===== src/design/ppc64_pkg.sv =====
// Shared types, codes and helper functions for the 64-bit PowerPC integer subset core.
// Used by the front queue, the execute back end, the top level and the port checker.
package ppc64_pkg;

    // Request kinds reported on the result channel
    localparam logic [1:0] REQ_NONE  = 2'd0;
    localparam logic [1:0] REQ_LOAD  = 2'd1;
    localparam logic [1:0] REQ_STORE = 2'd2;
    localparam logic [1:0] REQ_PROBE = 2'd3;

    // Stop reasons
    localparam logic [2:0] STOP_RUNNING     = 3'd0;
    localparam logic [2:0] STOP_FAULT       = 3'd1;
    localparam logic [2:0] STOP_SYSCALL     = 3'd2;
    localparam logic [2:0] STOP_HLE         = 3'd3;
    localparam logic [2:0] STOP_UNSUPPORTED = 3'd4;
    localparam logic [2:0] STOP_LIMIT       = 3'd5;

    // Item kinds on the input channel
    localparam logic OP_FETCH    = 1'b0;
    localparam logic OP_RESPONSE = 1'b1;

    // Configuration register indexes
    localparam logic [7:0] CFG_START_PC = 8'd0;
    localparam logic [7:0] CFG_LIMIT    = 8'd1;

    // Primary opcodes
    localparam logic [5:0] PO_MULLI  = 6'd7;
    localparam logic [5:0] PO_CMPLI  = 6'd10;
    localparam logic [5:0] PO_CMPI   = 6'd11;
    localparam logic [5:0] PO_ADDI   = 6'd14;
    localparam logic [5:0] PO_ADDIS  = 6'd15;
    localparam logic [5:0] PO_BC     = 6'd16;
    localparam logic [5:0] PO_SC     = 6'd17;
    localparam logic [5:0] PO_B      = 6'd18;
    localparam logic [5:0] PO_XL     = 6'd19;
    localparam logic [5:0] PO_ORI    = 6'd24;
    localparam logic [5:0] PO_ORIS   = 6'd25;
    localparam logic [5:0] PO_XORI   = 6'd26;
    localparam logic [5:0] PO_ANDI   = 6'd28;
    localparam logic [5:0] PO_ANDIS  = 6'd29;
    localparam logic [5:0] PO_MD     = 6'd30;
    localparam logic [5:0] PO_X31    = 6'd31;
    localparam logic [5:0] PO_LWZ    = 6'd32;
    localparam logic [5:0] PO_LBZ    = 6'd34;
    localparam logic [5:0] PO_STW    = 6'd36;
    localparam logic [5:0] PO_STB    = 6'd38;
    localparam logic [5:0] PO_DS_LD  = 6'd58;
    localparam logic [5:0] PO_DS_ST  = 6'd62;

    // Extended opcodes
    localparam logic [9:0] XO_BCLR  = 10'd16;
    localparam logic [9:0] XO_BCCTR = 10'd528;
    localparam logic [9:0] XO_CMP   = 10'd0;
    localparam logic [9:0] XO_CMPL  = 10'd32;
    localparam logic [9:0] XO_SUBF  = 10'd40;
    localparam logic [9:0] XO_ADD   = 10'd266;
    localparam logic [9:0] XO_MFSPR = 10'd339;
    localparam logic [9:0] XO_OR    = 10'd444;
    localparam logic [9:0] XO_MTSPR = 10'd467;
    localparam logic [9:0] XO_EXTSW = 10'd986;

    localparam logic [9:0] SPR_LR  = 10'd8;
    localparam logic [9:0] SPR_CTR = 10'd9;

    typedef struct packed {
        logic        operation;
        logic [31:0] instr_word;
        logic        fetch_ok;
        logic [63:0] mem_data;
        logic        mem_ok;
    } in_item_t;

    typedef struct packed {
        logic [1:0]  request_kind;
        logic [31:0] mem_address;
        logic [3:0]  access_size;
        logic [63:0] store_value;
        logic [31:0] next_pc;
        logic [2:0]  stop_code;
        logic [31:0] executed_count;
    } out_item_t;

    // Queue head handed from the front to the back end
    typedef struct packed {
        logic     valid;
        logic     is_fetch;
        in_item_t item;
    } q_head_t;

    function automatic logic [63:0] sx16(input logic [15:0] v);
        return {{48{v[15]}}, v};
    endfunction

    function automatic logic [63:0] sx32(input logic [63:0] v);
        return {{32{v[31]}}, v[31:0]};
    endfunction

    // Write one CR field; SO always reads as zero
    function automatic logic [31:0] cr_set(input logic [31:0] cr, input logic [2:0] crf,
                                           input logic lt, input logic gt, input logic eq);
        logic [31:0] r;
        r = cr;
        for (int k = 0; k < 8; k++)
        begin
            if (crf == 3'(k))
            begin
                r[31 - 4 * k -: 4] = {lt, gt, eq, 1'b0};
            end
        end
        return r;
    endfunction

    function automatic logic [31:0] cr_cmp_s(input logic [31:0] cr, input logic [2:0] crf,
                                             input logic [63:0] a, input logic [63:0] b);
        return cr_set(cr, crf, $signed(a) < $signed(b), $signed(a) > $signed(b), a == b);
    endfunction

    function automatic logic [31:0] cr_cmp_u(input logic [31:0] cr, input logic [2:0] crf,
                                             input logic [63:0] a, input logic [63:0] b);
        return cr_set(cr, crf, a < b, a > b, a == b);
    endfunction

endpackage


===== src/design/ppc64_front.sv =====
// Front end: accepts input beats into a two-entry queue and tags fetch beats.
// Depends on ppc64_pkg.
module ppc64_front (
    input  logic                clk,
    input  logic                rst_n,
    input  logic                in_valid,
    output logic                in_stall,
    input  ppc64_pkg::in_item_t in_data,
    output ppc64_pkg::q_head_t  head,
    input  logic                pop
);

    ppc64_pkg::in_item_t slot_reg [2];
    logic       wr_ptr_reg;
    logic       wr_ptr_next;
    logic       rd_ptr_reg;
    logic       rd_ptr_next;
    logic [1:0] count_reg;
    logic [1:0] count_next;
    logic       push;
    logic       take;

    assign in_stall = (count_reg == 2'd2);
    assign push     = in_valid && !in_stall;
    assign take     = pop && (count_reg != 2'd0);

    // Present the oldest beat, classified by kind
    always_comb
    begin
        head.valid    = (count_reg != 2'd0);
        head.item     = slot_reg[rd_ptr_reg];
        head.is_fetch = (slot_reg[rd_ptr_reg].operation == ppc64_pkg::OP_FETCH);
    end

    // Advance pointers and occupancy
    always_comb
    begin
        wr_ptr_next = push ? ~wr_ptr_reg : wr_ptr_reg;
        rd_ptr_next = take ? ~rd_ptr_reg : rd_ptr_reg;
        count_next  = count_reg + 2'(push) - 2'(take);
    end

    always_ff @(posedge clk or negedge rst_n)
    begin
        if (!rst_n)
        begin
            wr_ptr_reg <= 1'b0;
            rd_ptr_reg <= 1'b0;
            count_reg  <= 2'd0;
        end
        else
        begin
            wr_ptr_reg <= wr_ptr_next;
            rd_ptr_reg <= rd_ptr_next;
            count_reg  <= count_next;
        end
    end

    // Hold payload in the queue slots
    always_ff @(posedge clk)
    begin
        if (push)
        begin
            slot_reg[wr_ptr_reg] <= in_data;
        end
    end

endmodule


===== config.mk =====
export PLATFORM = sky130hd
export DESIGN_NAME = ppc64_front
export DESIGN_NICKNAME = d
export VERILOG_FILES = /design/src/design/ppc64_pkg.sv /design/src/design/ppc64_front.sv
export SDC_FILE = /design/constraint.sdc
export NUM_CORES = 1
export LEC_CHECK = 0
export BUFFER_PORTS_ARGS = -buffer_cell sky130_fd_sc_hd__buf_2
export CORE_MARGIN = 1
export CORE_UTILIZATION = 35
export DETAILED_ROUTE_END_ITERATION = 12
export PLACE_DENSITY = 0.6
export SKIP_CTS_REPAIR_TIMING = 1
export SLEW_MARGIN = 20
export SYNTH_ARGS = -nofsm -noshare
export SYNTH_HDL_FRONTEND = slang
export SYNTH_SLANG_ARGS = --single-unit

===== constraint.sdc =====
create_clock -name clk -period 5.3 [get_ports clk]
set_clock_uncertainty 0.15 [all_clocks]
set_input_delay 0.265 -clock clk [delete_from_list [all_inputs] [get_ports clk]]
set_output_delay 0.265 -clock clk [all_outputs]
set_load 0.005 [all_outputs]

==> run summary, run 1 <==
Grt ovf - 0
Leakage Power - 0.003894 uW
Area of the multi-input gates - 1221 sq um
Post-Synth XOR/XNOR Area - 0.4727%
DRC violations left - 0
CP max FO - 63
Clk_lat worst skew - 0.48 ns
Ports - 205
Largest net degree at the start of global routing - 64
Wire length per cell - 15.44 um
# setup viols final - 0
Share of cells above drive strength 1 - 51.14%
Final period utilization - 56.63%
Hold path depth - 3
Fin. max-slew vios - 0
Number of global-route vias before repair - 4158
Register share of total power - 47.0%
Site Rows - 52
CP endpoint kind - output port
Core area - 20490 sq um
Final hold vios - 0
Sequential share of the synthesized area - 81.57%
Die X - 147.5 um
RSZ-0062 raised after global routing - false
Root buffer cell - clkbuf_16
Status - completed
Max IR drop VDD - 0.0002620 V
Initial Util - 36.17%
Final GP Congestion - 0.7014
Arrival @ worst endpoint - 2.59 ns
Net Sw Power - 1319 uW
Setup TNS - 0 ns
HP Start - in_valid
Total GRT Usage - 12.41%
Synth area leader - edfxtp_1
CP peak stage delay - 0.98 ns
Combinational share of power - 25.8%
Max Clk Rate - 333.2 MHz
Worst-path clk slew - 0.06 ns
Routed Antenna Nets - 0
Post-synthesis net count - 432
Port Buf Inserts - 204
Area share of and/or/nand/nor cells after synthesis - 0.4727%
Relative slew slack - 40.99%
N_diodes - 0
Initial antenna violation count - 0
R2R Path Start - count_reg[1]
Global-route wire length before repair - 21250 um
Pwr/cell area - 486.2 nW/um^2
Share of the synthesized area in the top cell type - 80.22%
Area share of fa/ha/maj cells after synthesis - 0.3376%
Clock tree sinks - 202
Yosys warnings - 0
Core Util, Final - 50.37%
Mapped Avg Cell Area - 22.67 sq um
FF-to-FF path depth - 3
Largest cells by area after synthesis - edfxtp_1 (80%), mux2_2 (15%), clkbuf_8 (1.7%)
Worst Tran Pin Value - 0.8851 ns
Critical path, cell by cell - buf_4, mux2_2, buf_2
Reg2reg end - slot_reg[1][37]
Clock power frac - 27.1%
Switching portion of total power - 26.28%
Setup crit start kind - flip-flop
Longest Clk Path Bufs - 3
Final #Nets - 754
Maxcap violations - 0
Die area - 21760 sq um
H-Tree Depth - 1
Worst Path Required - 4.89 ns
R2r setup slk - 2.88 ns
Vias/cell - 4.404
DR vias - 4091
Pwr Total - 5019 uW
Die H - 147.5 um
Post-synthesis compound-gate area fraction - 0%
Internal power - 3700 uW
Synth unique cells - 16
Area delta synth->final - 39.26%
Largest family of logic cells by synthesized area - multiplexers
Crit Path Class - reg2out
Multiplexer share of the synthesized area - 15.02%
Post-place setup slack - 2.702 ns
First-pass DRT Iterations - 4
CP max stage cell - dfrtp_4
Hold EP - wr_ptr_reg
Storage cell area - 6050 sq um
Min Tclk post-route - 3.001 ns
Cells after synthesis - 327
Initial drt markers - 135
CTS tree - built
Hold crit path type - in2reg
Routed wire length - 14340 um
Max reg flops - 198
Synth Register Bits - 202
Synthesized area - 7412 sq um
Final WS setup - 2.299 ns
FILL cells - 1717
Total CTS buffers - 21
DP HPWL - 8943 um
cell usage after synthesis:
cell and instances:
mux2i_1 1, edfxtp_1 198, dfrtp_1 4, and2_4 1
clkbuf_8 9, or2_1 1, nand2b_1 1, xor2_1 1
nor2_1 1, xnor2_1 3, ha_1 2, mux2_2 98
inv_1 3, buf_6 2, nand2_1 1, and3_1 1
final cells by class:
| class | instances | share of cell area [%] |
|---|---|---|
| Clock buffer | 23 | 5.164 |
| Clock inverter | 10 | 0.9455 |
| Inverter | 3 | 0.1091 |
| Multi-Input combinational cell | 111 | 11.83 |
| Sequential cell | 202 | 58.61 |
| Tap cell | 270 | 3.273 |
| Timing Repair Buffer | 310 | 20.07 |
through the flow:
step	hold slack (ns)	instances	instance area (sq um)
global route	0.01412	929	10320
CTS	-0.5866	827	9301
floorplan	-0.1806	327	7415
global placement	-0.07660	794	8671
finish	0.02299	929	10320
detailed placement	-0.06882	794	8671
kinds of logic after synthesis:
family / after synthesis
flip-flops: 202
multiplexers: 99
buffers and inverters: 14
AND/OR/NAND/NOR: 6
XOR/XNOR: 4
adder cells (fa/ha/maj): 2
power by group through the flow:
stage	clock network [uW]	logic, uW	registers [uW]
after floorplan	0	881	2300
after global placement	0	1250	2380
after detailed placement	0	1260	2400
after CTS	1410	1270	2370
after global routing	1460	1420	2410
final	1360	1300	2360
layout by cell type, fill, tap and decap left out, types with 2 or more instances in the layout:
master and n:
dlygate4sd3_1 102, bufinv_16 2, buf_4 4, mux2_2 98, clkbuf_16 21, edfxtp_1 198, ha_1 2, xnor2_1 3
clkinv_1 4, clkinv_2 3, inv_1 3, buf_2 204, clkbuf_1 2, dfrtp_1 3
worst max-delay path, delay by kind of cell (launching register included):
| family | cells | cell delay, ns |
|---|---|---|
| buf+inv | 2 | 0.69 |
| flops | 1 | 0.98 |
| mux | 1 | 0.40 |
how the worst max path moves through the flow:
| stage | from | endpoint | slack [ns] |
|---|---|---|---|
| global placement | rd_ptr_reg | head[80] | 2.74 |
| global route | rd_ptr_reg | head[12] | 2.10 |
| floorplan | count_reg[1] | slot_reg[0][0] | 1.55 |
| finish | rd_ptr_reg | head[30] | 2.30 |
| CTS | rd_ptr_reg | head[12] | 2.17 |
| detailed placement | rd_ptr_reg | head[12] | 2.70 |
layer usage:
layer | routed length (um) | vias up | global-route usage (%)
li1 | - | 1937 | -
met1 | 5685 | 1991 | 13.27
met2 | 7319 | 136 | 23.14
met3 | 1051 | 27 | 4.290
met4 | 287 | 0 | 3.196
met5 | 0 | - | 0
(Power assumes the default switching activity.)
==> run 2: changes to the inputs <==
==> constraint.sdc (replaced) <==
create_clock -name clk -period 2.5 [get_ports clk]
set_clock_uncertainty 0.15 [all_clocks]
set_input_delay 0.125 -clock clk [delete_from_list [all_inputs] [get_ports clk]]
set_output_delay 0.125 -clock clk [all_outputs]
set_load 0.005 [all_outputs]
==> run 2 against run 1 <==
Against the previous run: sequential power rose by 110%; critical endpoint is now head[36]; first-iteration DRC count up 24%; largest cell class unchanged; total power rose by 110%; combinational power is 130% higher.
==> run summary, run 2 (synthesis results as in run 1) <==
Final period utilization - 93.45%
Core area - 20490 sq um
Worst Path Required - 2.23 ns
Reg2reg end - count_reg[1]
FF-to-FF path depth - 7
H-Tree Depth - 1
# setup viols final - 0
Status - completed
Placed cells - 796
Combinational share of power - 27.8%
First-pass DRT Iterations - 4
Clk_lat worst skew - 0.49 ns
Port Buf Inserts - 204
Metal-1 WL - 5829 um
Clock power frac - 26.4%
Wire length per cell - 15.60 um
Worst path buffer plus inverter count - 2
Commonest non-fill, non-tap cells in the layout - buf_2 (204), edfxtp_1 (198), dlygate4sd3_1 (103)
Final #Nets - 757
N_diodes - 0
Most common cell after layout, fill and taps aside - buf_2
Worst Tran Pin Value - 0.5690 ns
Switching portion of total power - 26.67%
DRC violations left - 0
FILL cells - 1669
CTS tree - built
HP Start - in_data[63]
CP endpoint kind - output port
Max reg flops - 198
Leakage Power - 0.003923 uW
Register share of total power - 45.8%
Die H - 147.5 um
Fin. max-slew vios - 0
Die area - 21760 sq um
Hold path depth - 2
Min Tclk post-route - 2.336 ns
Grt ovf - 0
Total CTS buffers - 21
Routed wire length - 14600 um
Share of cells above drive strength 1 - 51.35%
Initial antenna violation count - 0
Final hold vios - 0
Pwr/cell area - 1027 nW/um^2
Critical path, cell by cell - buf_12, mux2_2, buf_2
Met2 wire len - 7383 um
Max Clk Rate - 428.0 MHz
CP peak stage delay - 0.68 ns
Setup crit start kind - flip-flop
Max IR drop VDD - 0.0007241 V
Largest net degree at the start of global routing - 100
Layout Cells excl Fill - 936
Hold crit path type - in2reg
Hold EP - slot_reg[1][63]
CP max FO - 52
Site Rows - 52
DP HPWL - 8566 um
Net Sw Power - 2846 uW
Clock tree sinks - 202
Worst-path clk slew - 0.06 ns
Met3 WL - 996 um
Number of global-route vias before repair - 3975
Vias/cell - 4.389
Highest routed layer - met4
Initial drt markers - 167
Cell family with most CP delay - flip-flops
Internal power - 7827 uW
Relative slew slack - 62.07%
DR vias - 4108
CP max stage cell - dfrtp_4
Area delta synth->final - 40.21%
Crit Path Class - reg2out
Maxcap violations - 0
Final GP Congestion - 0.6935
Ports - 205
Die X - 147.5 um
Root buffer cell - clkbuf_16
Longest Clk Path Bufs - 3
Initial Util - 36.17%
Arrival @ worst endpoint - 2.06 ns
Total GRT Usage - 12.19%
Routed Antenna Nets - 0
Hold Slack - 0.2142 ns
R2R Path Start - count_reg[1]
R2r setup slk - 0.62 ns
RSZ-0062 raised after global routing - false
Global-route wire length before repair - 20660 um
run 2: cell types whose count changed in the layout (fill, tap and decap cells not counted):
cell	before	now
buf_12	0	4
buf_4	4	2
nand2_1	1	0
clkinv_2	3	6
dlygate4sd3_1	102	103
nand2_2	0	1
clkinv_1	4	6
bufinv_16	2	1
run 2: power groups by stage:
stage / registers, uW / clock network, uW / logic (uW)
2_1_floorplan: 4840 / 0 / 1880
3_3_place_gp: 4920 / 0 / 2860
3_5_place_dp: 4960 / 0 / 2880
4_1_cts: 4890 / 2930 / 2900
5_1_grt: 4970 / 3050 / 3230
6_report: 4890 / 2810 / 2970
run 2: per-layer routing:
metal  vias up  global-route usage, %
li1       1949                      -
met1      1989                  13.96
met2       143                  21.34
met3        27                  4.321
met4         0                  3.711
met5         -                      0
run 2: layout make-up:
class / instances / area [sq um] / area share (%)
flip-flops and latches: 202 / 6050 / 58.21
repair buffers: 313 / 2147 / 20.66
clock buffers: 23 / 533.0 / 5.129
inverters: 3 / 11.26 / 0.1084
well taps: 270 / 337.8 / 3.251
multi-input cells: 111 / 1224 / 11.77
clock inverters: 14 / 90.09 / 0.8668
run 2: worst register-to-register path, delay by kind of cell, from the launching register on:
| family | cells | cell delay (ns) |
|---|---|---|
| flip-flops | 1 | 0.41 |
| buffers and inverters | 1 | 0.04 |
| XOR/XNOR | 2 | 0.31 |
| adder cells (fa/ha/maj) | 2 | 0.45 |
| AND/OR/NAND/NOR | 2 | 0.45 |
run 2: metrics by stage:
step / total power [uW] / utilization, % / setup WS, ns / instance area (sq um) / TNS [ns]
4_1_cts: 10730 / 45.68 / 0.1230 / 9361 / 0
3_3_place_gp: 7787 / 42.64 / 0.6779 / 8738 / 0
2_1_floorplan: 6713 / - / -0.1357 / 7423 / -13.44
6_report: 10670 / 50.71 / 0.1637 / 10390 / 0
5_1_grt: 11250 / 50.71 / 0.05672 / 10390 / 0
3_5_place_dp: 7844 / 42.64 / 0.6123 / 8738 / 0
run 2: worst max path at each step:
stage / slack [ns] / start / cells past startpoint / endpoint
floorplan: -0.14 / count_reg[1] / 3 / slot_reg[0][0]
global placement: 0.68 / count_reg[1] / 3 / slot_reg[1][26]
detailed placement: 0.61 / count_reg[1] / 7 / count_reg[1]
CTS: 0.12 / rd_ptr_reg / 3 / head[43]
global route: 0.06 / rd_ptr_reg / 3 / head[43]
finish: 0.16 / rd_ptr_reg / 3 / head[36]
